File: config.mk
export PLATFORM = sky130hd
export DESIGN_NAME = gzip_header_parser
export DESIGN_NICKNAME = d
export VERILOG_FILES = /design/src/rtl/core/ghp_pkg.sv /design/src/rtl/core/gzip_header_parser.sv
export SDC_FILE = /design/constraint.sdc
export NUM_CORES = 1
export LEC_CHECK = 0
export ABC_CLOCK_PERIOD_IN_PS = 30600
export CAP_MARGIN = 25
export CORE_AREA = 4 4 158 160
export DETAILED_ROUTE_END_ITERATION = 8
export DIE_AREA = 0 0 162 164
export DONT_BUFFER_PORTS = 1
export PLACE_DENSITY = 0.91
export SLEW_MARGIN = 10
export SYNTH_ARGS = -nofsm -noshare
export SYNTH_HDL_FRONTEND = slang
export SYNTH_SLANG_ARGS = --single-unit
File: constraint.sdc
create_clock -name i_clk -period 30.6 [get_ports i_clk]
set_input_delay 6.12 -clock i_clk [delete_from_list [all_inputs] [get_ports i_clk]]
set_output_delay 6.12 -clock i_clk [all_outputs]
set_load 0.01 [all_outputs]
File: src/rtl/core/ghp_pkg.sv
// Shared types and constants for the gzip header parser.
// No dependencies; used by gzip_header_parser and ghp_checker.
`default_nettype none

package ghp_pkg;

    localparam int unsigned LengthWidth  = 32;
    localparam int unsigned AddrWidth    = 3;
    localparam int unsigned DataWidth    = 32;

    localparam logic [LengthWidth-1:0] Framing      = LengthWidth'(18);
    localparam logic [LengthWidth-1:0] TrailerBytes = LengthWidth'(8);
    localparam logic [LengthWidth-1:0] LastHeadPos  = LengthWidth'(9);

    localparam logic [AddrWidth-1:0] AddrStreamLength = AddrWidth'(0);

    localparam logic [7:0] Magic0      = 8'h1f;
    localparam logic [7:0] Magic1      = 8'h8b;
    localparam logic [7:0] MethodDefl  = 8'h08;
    localparam logic [7:0] FlagRsvd    = 8'he0;
    localparam logic [7:0] FlagExtra   = 8'h04;
    localparam logic [7:0] FlagName    = 8'h08;
    localparam logic [7:0] FlagComment = 8'h10;
    localparam logic [7:0] FlagHcrc    = 8'h02;

    typedef enum logic [3:0] {
        PH_IDLE    = 4'd0,
        PH_HEAD    = 4'd1,
        PH_XLEN0   = 4'd2,
        PH_XLEN1   = 4'd3,
        PH_EXTRA   = 4'd4,
        PH_NAME    = 4'd5,
        PH_COMMENT = 4'd6,
        PH_HCRC0   = 4'd7,
        PH_HCRC1   = 4'd8,
        PH_FINAL   = 4'd9
    } t_phase;

    typedef enum logic [3:0] {
        ST_OK           = 4'd0,
        ST_TOO_SHORT    = 4'd1,
        ST_BAD_MAGIC    = 4'd2,
        ST_RSVD_FLAGS   = 4'd3,
        ST_XLEN_CUT     = 4'd4,
        ST_EXTRA_CUT    = 4'd5,
        ST_NAME_OPEN    = 4'd6,
        ST_COMMENT_OPEN = 4'd7,
        ST_HCRC_CUT     = 4'd8,
        ST_NO_PAYLOAD   = 4'd9
    } t_status;

endpackage

`default_nettype wire

File: src/rtl/core/gzip_header_parser.sv
// Top level of the gzip member header parser: byte-serial header walk,
// result register with one skid stage, APB-style length register.
// Depends on ghp_pkg.
//
//   channel   direction  handshake            payload
//   -------   ---------  -------------------  ---------------------------------
//   input     in         i_valid / o_stall    i_data_byte, i_stream_start
//   result    out        o_valid / i_stall    o_status, o_payload_offset
//   config    in         psel/penable/pready  paddr, pwdata, pwrite, prdata
//
// One byte per cycle while o_stall is low: each accepted byte updates the parse
// state in the same cycle, so the sustained rate is one byte every clock.
// A result is registered in the output register, or in the skid stage when stalled.
// The room check (one 32-bit subtract and compare against the trailer mark)
// is the longest path between the state registers.
// Reset (i_rst_n low, synchronous) leaves the parser idle and both result
// slots empty; bytes before the first stream start give nothing.
// A stalled result holds in the output register; one more result fits in the
// skid stage, and o_stall rises only while the skid stage is occupied.
`default_nettype none

module gzip_header_parser (
    input  wire logic                                  i_clk,
    input  wire logic                                  i_rst_n,
    // byte input
    input  wire logic                                  i_valid,
    output logic                                       o_stall,
    input  wire logic [7:0]                            i_data_byte,
    input  wire logic                                  i_stream_start,
    // result output
    output logic                                       o_valid,
    input  wire logic                                  i_stall,
    output logic [3:0]                                 o_status,
    output logic [31:0]                                o_payload_offset,
    // configuration
    input  wire logic                                  psel,
    input  wire logic                                  penable,
    input  wire logic                                  pwrite,
    input  wire logic [ghp_pkg::AddrWidth-1:0]         paddr,
    input  wire logic [ghp_pkg::DataWidth-1:0]         pwdata,
    output logic [ghp_pkg::DataWidth-1:0]              prdata,
    output logic                                       pready
);

    localparam int unsigned LW = ghp_pkg::LengthWidth;

    typedef struct packed {
        logic             done;
        ghp_pkg::t_status status;
        ghp_pkg::t_phase  phase;
    } t_resolve;

    // Pick the next optional field starting at 'from', or close the header.
    function automatic t_resolve resolve(
        input ghp_pkg::t_phase from,
        input logic [7:0]      flags,
        input logic            room_zero,
        input logic            room_lt2
    );
        t_resolve r;
        r.done   = 1'b1;
        r.status = ghp_pkg::ST_OK;
        r.phase  = ghp_pkg::PH_IDLE;
        if (from <= ghp_pkg::PH_XLEN0 && (flags & ghp_pkg::FlagExtra) != 8'h00) begin
            if (room_lt2) begin
                r.status = ghp_pkg::ST_XLEN_CUT;
            end else begin
                r.done  = 1'b0;
                r.phase = ghp_pkg::PH_XLEN0;
            end
        end else if (from <= ghp_pkg::PH_NAME && (flags & ghp_pkg::FlagName) != 8'h00) begin
            if (room_zero) begin
                r.status = ghp_pkg::ST_NAME_OPEN;
            end else begin
                r.done  = 1'b0;
                r.phase = ghp_pkg::PH_NAME;
            end
        end else if (from <= ghp_pkg::PH_COMMENT &&
                     (flags & ghp_pkg::FlagComment) != 8'h00) begin
            if (room_zero) begin
                r.status = ghp_pkg::ST_COMMENT_OPEN;
            end else begin
                r.done  = 1'b0;
                r.phase = ghp_pkg::PH_COMMENT;
            end
        end else if (from <= ghp_pkg::PH_HCRC0 && (flags & ghp_pkg::FlagHcrc) != 8'h00) begin
            if (room_lt2) begin
                r.status = ghp_pkg::ST_HCRC_CUT;
            end else begin
                r.done  = 1'b0;
                r.phase = ghp_pkg::PH_HCRC0;
            end
        end else if (room_zero) begin
            r.status = ghp_pkg::ST_NO_PAYLOAD;
        end
        return r;
    endfunction

    // ---------------------------------------------------------------------
    // Configuration: stream length and the derived trailer mark
    // ---------------------------------------------------------------------
    logic [LW-1:0] r_len;
    logic [LW-1:0] r_trailer;
    logic          cfg_wr;

    assign pready = 1'b1;
    assign cfg_wr = psel & penable & pwrite & (paddr == ghp_pkg::AddrStreamLength);
    assign prdata = (paddr == ghp_pkg::AddrStreamLength) ? r_len : '0;

    always_ff @(posedge i_clk) begin
        if (!i_rst_n) begin
            r_len     <= '0;
            r_trailer <= '0;
        end else if (cfg_wr) begin
            r_len     <= pwdata;
            // trailer mark: first byte position of the 8-byte trailer
            r_trailer <= (pwdata > ghp_pkg::TrailerBytes) ? pwdata - ghp_pkg::TrailerBytes
                                                          : '0;
        end
    end

    // ---------------------------------------------------------------------
    // Parse state
    // ---------------------------------------------------------------------
    ghp_pkg::t_phase r_phase, n_phase;
    logic [LW-1:0]   r_pos, n_pos;     // bytes taken in this stream
    logic [LW-1:0]   r_pos1, n_pos1;   // r_pos + 1, kept to shorten the room path
    logic [7:0]      r_flags, n_flags;
    logic [15:0]     r_extra, n_extra;
    logic            r_given, n_given;

    // result of the byte being accepted
    logic             res_valid;
    ghp_pkg::t_status res_status;
    logic [LW-1:0]    res_offset;

    logic            in_acc;
    logic            start;
    ghp_pkg::t_phase cur_phase;
    logic [LW-1:0]   cur_pos;
    logic [LW-1:0]   cur_pos1;
    logic [7:0]      cur_flags;
    logic [15:0]     cur_extra;
    logic            cur_given;
    logic [LW:0]     room_diff;
    logic [LW-1:0]   room;
    logic            room_zero;
    logic            room_lt2;
    logic [15:0]     xlen;
    logic [15:0]     extra_dec;
    t_resolve        rs;

    assign in_acc = i_valid & ~o_stall;
    assign start  = i_stream_start;

    // Room before the trailer, measured after this byte is counted.
    assign cur_pos1  = start ? LW'(1) : r_pos1;
    assign room_diff = {1'b0, r_trailer} - {1'b0, cur_pos1};
    assign room      = (room_diff[LW] || room_diff[LW-1:0] == '0) ? '0 : room_diff[LW-1:0];
    assign room_zero = (room == '0);
    assign room_lt2  = (room[LW-1:1] == '0);

    assign xlen      = {i_data_byte, r_extra[7:0]};
    assign extra_dec = r_extra - 16'd1;

    always_ff @(posedge i_clk) begin
        if (!i_rst_n) begin
            r_phase <= ghp_pkg::PH_IDLE;
            r_given <= 1'b1;
            r_pos   <= '0;
            r_pos1  <= LW'(1);
            r_flags <= '0;
            r_extra <= '0;
        end else begin
            r_phase <= n_phase;
            r_given <= n_given;
            r_pos   <= n_pos;
            r_pos1  <= n_pos1;
            r_flags <= n_flags;
            r_extra <= n_extra;
        end
    end

    always_comb begin
        // start byte restarts the stream before the byte is parsed
        cur_phase = start ? ghp_pkg::PH_HEAD : r_phase;
        cur_pos   = start ? '0 : r_pos;
        cur_flags = start ? '0 : r_flags;
        cur_extra = start ? '0 : r_extra;
        cur_given = start ? 1'b0 : r_given;

        n_phase    = r_phase;
        n_pos      = r_pos;
        n_pos1     = r_pos1;
        n_flags    = r_flags;
        n_extra    = r_extra;
        n_given    = r_given;
        res_valid  = 1'b0;
        res_status = ghp_pkg::ST_OK;
        rs         = '{done: 1'b0, status: ghp_pkg::ST_OK, phase: ghp_pkg::PH_IDLE};

        if (in_acc) begin
            n_phase = cur_phase;
            n_pos   = cur_pos;
            n_pos1  = cur_pos + LW'(1);
            n_flags = cur_flags;
            n_extra = cur_extra;
            n_given = cur_given;

            if (start && r_len < ghp_pkg::Framing) begin
                res_valid  = 1'b1;
                res_status = ghp_pkg::ST_TOO_SHORT;
            end else if (!cur_given) begin
                n_pos  = cur_pos1;
                n_pos1 = cur_pos1 + LW'(1);
                case (cur_phase)
                    ghp_pkg::PH_HEAD: begin
                        if ((cur_pos == LW'(0) && i_data_byte != ghp_pkg::Magic0) ||
                            (cur_pos == LW'(1) && i_data_byte != ghp_pkg::Magic1) ||
                            (cur_pos == LW'(2) && i_data_byte != ghp_pkg::MethodDefl)) begin
                            res_valid  = 1'b1;
                            res_status = ghp_pkg::ST_BAD_MAGIC;
                        end else if (cur_pos == LW'(3)) begin
                            n_flags = i_data_byte;
                            if ((i_data_byte & ghp_pkg::FlagRsvd) != 8'h00) begin
                                res_valid  = 1'b1;
                                res_status = ghp_pkg::ST_RSVD_FLAGS;
                            end
                        end else if (cur_pos == ghp_pkg::LastHeadPos) begin
                            rs = resolve(ghp_pkg::PH_XLEN0, cur_flags, room_zero, room_lt2);
                        end
                    end
                    ghp_pkg::PH_XLEN0: begin
                        n_extra = {8'h00, i_data_byte};
                        n_phase = ghp_pkg::PH_XLEN1;
                    end
                    ghp_pkg::PH_XLEN1: begin
                        n_extra = xlen;
                        if ({{(LW-16){1'b0}}, xlen} > room) begin
                            res_valid  = 1'b1;
                            res_status = ghp_pkg::ST_EXTRA_CUT;
                        end else if (xlen == 16'd0) begin
                            rs = resolve(ghp_pkg::PH_NAME, cur_flags, room_zero, room_lt2);
                        end else begin
                            n_phase = ghp_pkg::PH_EXTRA;
                        end
                    end
                    ghp_pkg::PH_EXTRA: begin
                        n_extra = extra_dec;
                        if (extra_dec == 16'd0) begin
                            rs = resolve(ghp_pkg::PH_NAME, cur_flags, room_zero, room_lt2);
                        end else if (room_zero) begin
                            res_valid  = 1'b1;
                            res_status = ghp_pkg::ST_EXTRA_CUT;
                        end
                    end
                    ghp_pkg::PH_NAME: begin
                        if (i_data_byte == 8'h00) begin
                            rs = resolve(ghp_pkg::PH_COMMENT, cur_flags, room_zero, room_lt2);
                        end else if (room_zero) begin
                            res_valid  = 1'b1;
                            res_status = ghp_pkg::ST_NAME_OPEN;
                        end
                    end
                    ghp_pkg::PH_COMMENT: begin
                        if (i_data_byte == 8'h00) begin
                            rs = resolve(ghp_pkg::PH_HCRC0, cur_flags, room_zero, room_lt2);
                        end else if (room_zero) begin
                            res_valid  = 1'b1;
                            res_status = ghp_pkg::ST_COMMENT_OPEN;
                        end
                    end
                    ghp_pkg::PH_HCRC0: begin
                        n_phase = ghp_pkg::PH_HCRC1;
                    end
                    ghp_pkg::PH_HCRC1: begin
                        rs = resolve(ghp_pkg::PH_FINAL, cur_flags, room_zero, room_lt2);
                    end
                    default: begin
                        n_phase = ghp_pkg::PH_IDLE;
                        n_given = 1'b1;
                    end
                endcase

                if (rs.done) begin
                    res_valid  = 1'b1;
                    res_status = rs.status;
                end else if (rs.phase != ghp_pkg::PH_IDLE) begin
                    n_phase = rs.phase;
                end
            end

            // any result closes the stream
            if (res_valid) begin
                n_phase = ghp_pkg::PH_IDLE;
                n_given = 1'b1;
            end
        end
    end

    // ok offset is the count of bytes taken so far, including this one
    assign res_offset = (res_status == ghp_pkg::ST_OK) ? cur_pos1 : '0;

    // ---------------------------------------------------------------------
    // Result register and skid stage
    // ---------------------------------------------------------------------
    logic             r_out_valid;
    ghp_pkg::t_status r_out_status;
    logic [LW-1:0]    r_out_offset;
    logic             r_skid_valid;
    ghp_pkg::t_status r_skid_status;
    logic [LW-1:0]    r_skid_offset;
    logic             out_free;

    // output slot takes new data when empty or being drained this cycle
    assign out_free = ~r_out_valid | ~i_stall;

    always_ff @(posedge i_clk) begin
        if (!i_rst_n) begin
            r_out_valid  <= 1'b0;
            r_skid_valid <= 1'b0;
        end else if (out_free) begin
            if (r_skid_valid) begin
                r_out_valid  <= 1'b1;
                r_skid_valid <= 1'b0;
            end else begin
                r_out_valid  <= res_valid;
            end
        end else if (res_valid) begin
            r_skid_valid <= 1'b1;
        end
    end

    always_ff @(posedge i_clk) begin
        if (out_free) begin
            if (r_skid_valid) begin
                r_out_status <= r_skid_status;
                r_out_offset <= r_skid_offset;
            end else if (res_valid) begin
                r_out_status <= res_status;
                r_out_offset <= res_offset;
            end
        end else if (res_valid) begin
            r_skid_status <= res_status;
            r_skid_offset <= res_offset;
        end
    end

    assign o_stall          = r_skid_valid;
    assign o_valid          = r_out_valid;
    assign o_status         = r_out_status;
    assign o_payload_offset = r_out_offset;

endmodule

`default_nettype wire

==> metrics.cfg <==
[run_status]
outcome=finished, final reports clean

[flow_run]
maxCapViolCount=0

[die]
num_rows=56
core_sq_um=23400
dieArea_sq_um=26600
io_pins=122
die_x_um=162
die_h_um=164
initial_core_util=0.666

[detailed_routing]
vias=14916
drtPass1Iterations=6
drc_errors=0
routed_via_density=6.93
ant_nets=0
drt_wl_total_mm=48.7
dr.first_iter.drc_count=2147
drt-wirelength-per-cell_um=22.6

[worst_setup_path]
crit_cells=27
cp_max_fo=65
cpLargestDelayFamily=compound AO/OA/AOI/OAI gates
required_ns=30.86
end_kind=flop
crit_buf_inv=3
slowest_delay_ns=0.66
critPathSlowestCell=o41ai_1
crit_arrival_ns=14.14
crit_type=in -> reg
r2r_cells=26
crit_path_start_kind=input port

[yosys]
synthCells=1885
synth_warnings=0
muxShareOfSynthArea=0.00394
synthFlopType=dfxtp_1
synth-simple-area-share=0.268
ys_ff_latch=227
avgSynthCellArea_sq_um=8.26
synth-edff-count=72
synth_nets=1997
synth_area_sq_um=15600
yosysSeqAreaShare=0.338
synth_xor_area_frac=0.0607
synth_fa_ha_area_frac=0.0495
synth-compound-area-share=0.235
yosysUniqueCellTypes=85
async_flop_share=0
synth_top_family_by_area=simple AND/OR/NAND/NOR gates

[pwr]
leakage_nw=6.03
p_seq_frac=0.448
vdd_drop_max_uv=38.9
p_clk_frac=0.426
intPower_uw=531
p_per_area_nw_per_um2=44.0
power.switching_uw=196
swShare=0.269
comb_power_share=0.126

[clocking]
cts_tree=yes
clock_latency_ns=0.55
root_buffer=clkbuf_16
cts.sinks=227
htreeDepth=1
cts_hold_buf=0
clk_path_buf_depth=3
ctsResizeCount=0
post_cts.repair.setup_buffers=0
clk_transition_reported_paths_ns=0.06
numCtsBuffers=26

[finish]
drive_gt1_frac=0.0638
utilization=0.705
syn_to_final_growth_pct=5.99
antennaDiodeCount=0
nets=1925

[sta]
maxSlewViolCount=0
clock_skew_ns=0.0264
setup-violations-final=0
relSlewSlack=0.284
finalHoldViolCount=0
worstMarginPinSlew_ns=1.06
rsz0062_at_grt=no
fin_crit_sh=0.454
setup_tns_ns=0
finalCriticalPeriod_ns=13.88
fmax_ghz=0.0721

[global_routing]
track_usage=0.353
antenna_found_initial=0
grt_pass1_wl_mm=75.9
grt-ovfl-total=0
grt_pass1_vias=13868
grt_max_degree=160

[worst_hold_path]
hold_depth=2
min_path_type=reg -> reg

[placed_design]
port_buffers=0
routabilityCongestion=1.02
hpwl_mm=35.0

==> flip-flops by register name, summed over array words and instances, names as in the netlist <==
signal	cells
r_pos1	32
r_flags	4
r_len	32
o_valid	1
r_skid_status	4
r_skid_offset	32
r_extra	16
r_pos	32
r_phase	4
r_trailer	32
o_status	4
r_given	1
o_payload_offset	32
o_stall	1
==> per-stage QoR <==
stage | hold WS, ns | setup slack (ns) | cells | power (mW) | area, sq um
floorplan | 0.439 | 14.57 | 1885 | 0.400 | 15600
finish | 0.469 | 16.72 | 2152 | 0.727 | 16500
global placement | 0.447 | 16.36 | 2101 | 0.418 | 15600
detailed placement | 0.464 | 16.53 | 2102 | 0.420 | 15600
global route | 0.504 | 16.28 | 2152 | 0.748 | 16500
CTS | 0.471 | 17.07 | 2150 | 0.724 | 16500
==> per-layer routing <==
metal / global-route usage / up-vias / wire length (um)
met5: 0 / - / 0
met4: 0.133 / 0 / 2090
met3: 0.0652 / 150 / 5310
met2: 0.558 / 964 / 21800
met1: 0.486 / 7052 / 19500
li1: - / 6750 / -
==> synthesized netlist by cell type, drive strengths merged, types with 56 or more instances <==
master  count  share of area
dfxtp     155           0.20
nand2     268          0.065
nor3       90          0.029
nor2       95          0.023
xnor2      56          0.031
nor2b     117          0.047
ha         60          0.048
a22oi      68          0.033
a21oi      68          0.023
edfxtp     72           0.14
o21ai     107          0.035
clkbuf     91          0.022
==> worst register-to-register path: stages, from the launching register on <==
cell and delay [ns]:
dfxtp_1 0.42, nor2b_1 0.34, inv_1 0.21, ha_1 0.43
a21oi_1 0.35, o21ai_0 0.28, a221o_1 0.40, a211oi_1 0.24
o31a_1 0.15, a221oi_1 0.05, nand4_1 0.25, and4b_1 0.35
nor2_1 0.65, nand2_1 0.13, ha_1 0.33, nand4_1 0.09
or3_1 0.40, nor2_1 0.11, o21ai_0 0.14, a211o_1 0.41
and2_1 0.22, a2111oi_4 0.45, a211oi_1 0.13, o21ai_1 0.32
nand3b_1 0.13, buf_4 0.38, o41ai_1 0.69
==> layout by cell type, fill, tap and decap left out, types with 46 or more instances in the layout <==
cell | synthesis | final
o21ai_0 | 98 | 97
a21oi_1 | 64 | 63
a21boi_0 | 51 | 51
nor3_1 | 89 | 87
and2_1 | 46 | 46
nor2_1 | 95 | 94
nor2b_1 | 117 | 116
edfxtp_1 | 72 | 72
xor2_1 | 52 | 52
dfxtp_1 | 155 | 154
inv_1 | 49 | 49
xnor2_1 | 56 | 56
a22oi_1 | 68 | 68
ha_1 | 60 | 60
nand3_1 | 54 | 54
nand2_1 | 268 | 268
==> cells by family after synthesis <==
logic type	Yosys count
buffers and inverters	167
AOI/OAI and AO/OA	493
xor gates and xnor gates	108
muxes	6
other	1
DFF	227
and+or+nand+nor	822
adders and majority gates	61
==> worst paths after layout <==
check	startpoint	slack, ns	to
worst max-delay path	i_stream_start	16.72	o_payload_offset[31]$_DFFE_PP_
worst min register to register	r_pos1[17]$_SDFFE_PN0P_	0.47	r_pos1[17]$_SDFFE_PN0P_
worst min-delay path	r_pos1[17]$_SDFFE_PN0P_	0.47	r_pos1[17]$_SDFFE_PN0P_
worst max register to register	r_pos1[20]$_SDFFE_PN0P_	22.26	o_payload_offset[31]$_DFFE_PP_
==> cell type report <==
class	instances	area (sq um)
timing repair buffer	18	155
inverter	49	184
multi-input combinational	1491	9650
clock inverter	14	140
clock buffer	34	712
tap	319	399
sequential	227	5270
fill	1855	6900
==> power groups by stage <==
stage / registers (mW) / logic (mW) / clock network, mW
4_1_cts: 0.326 / 0.0889 / 0.310
5_1_grt: 0.326 / 0.0989 / 0.323
3_5_place_dp: 0.332 / 0.0883 / 0
3_3_place_gp: 0.332 / 0.0860 / 0
6_report: 0.326 / 0.0914 / 0.310
2_1_floorplan: 0.330 / 0.0703 / 0
Note: power is estimated with default switching activity, not from simulation.
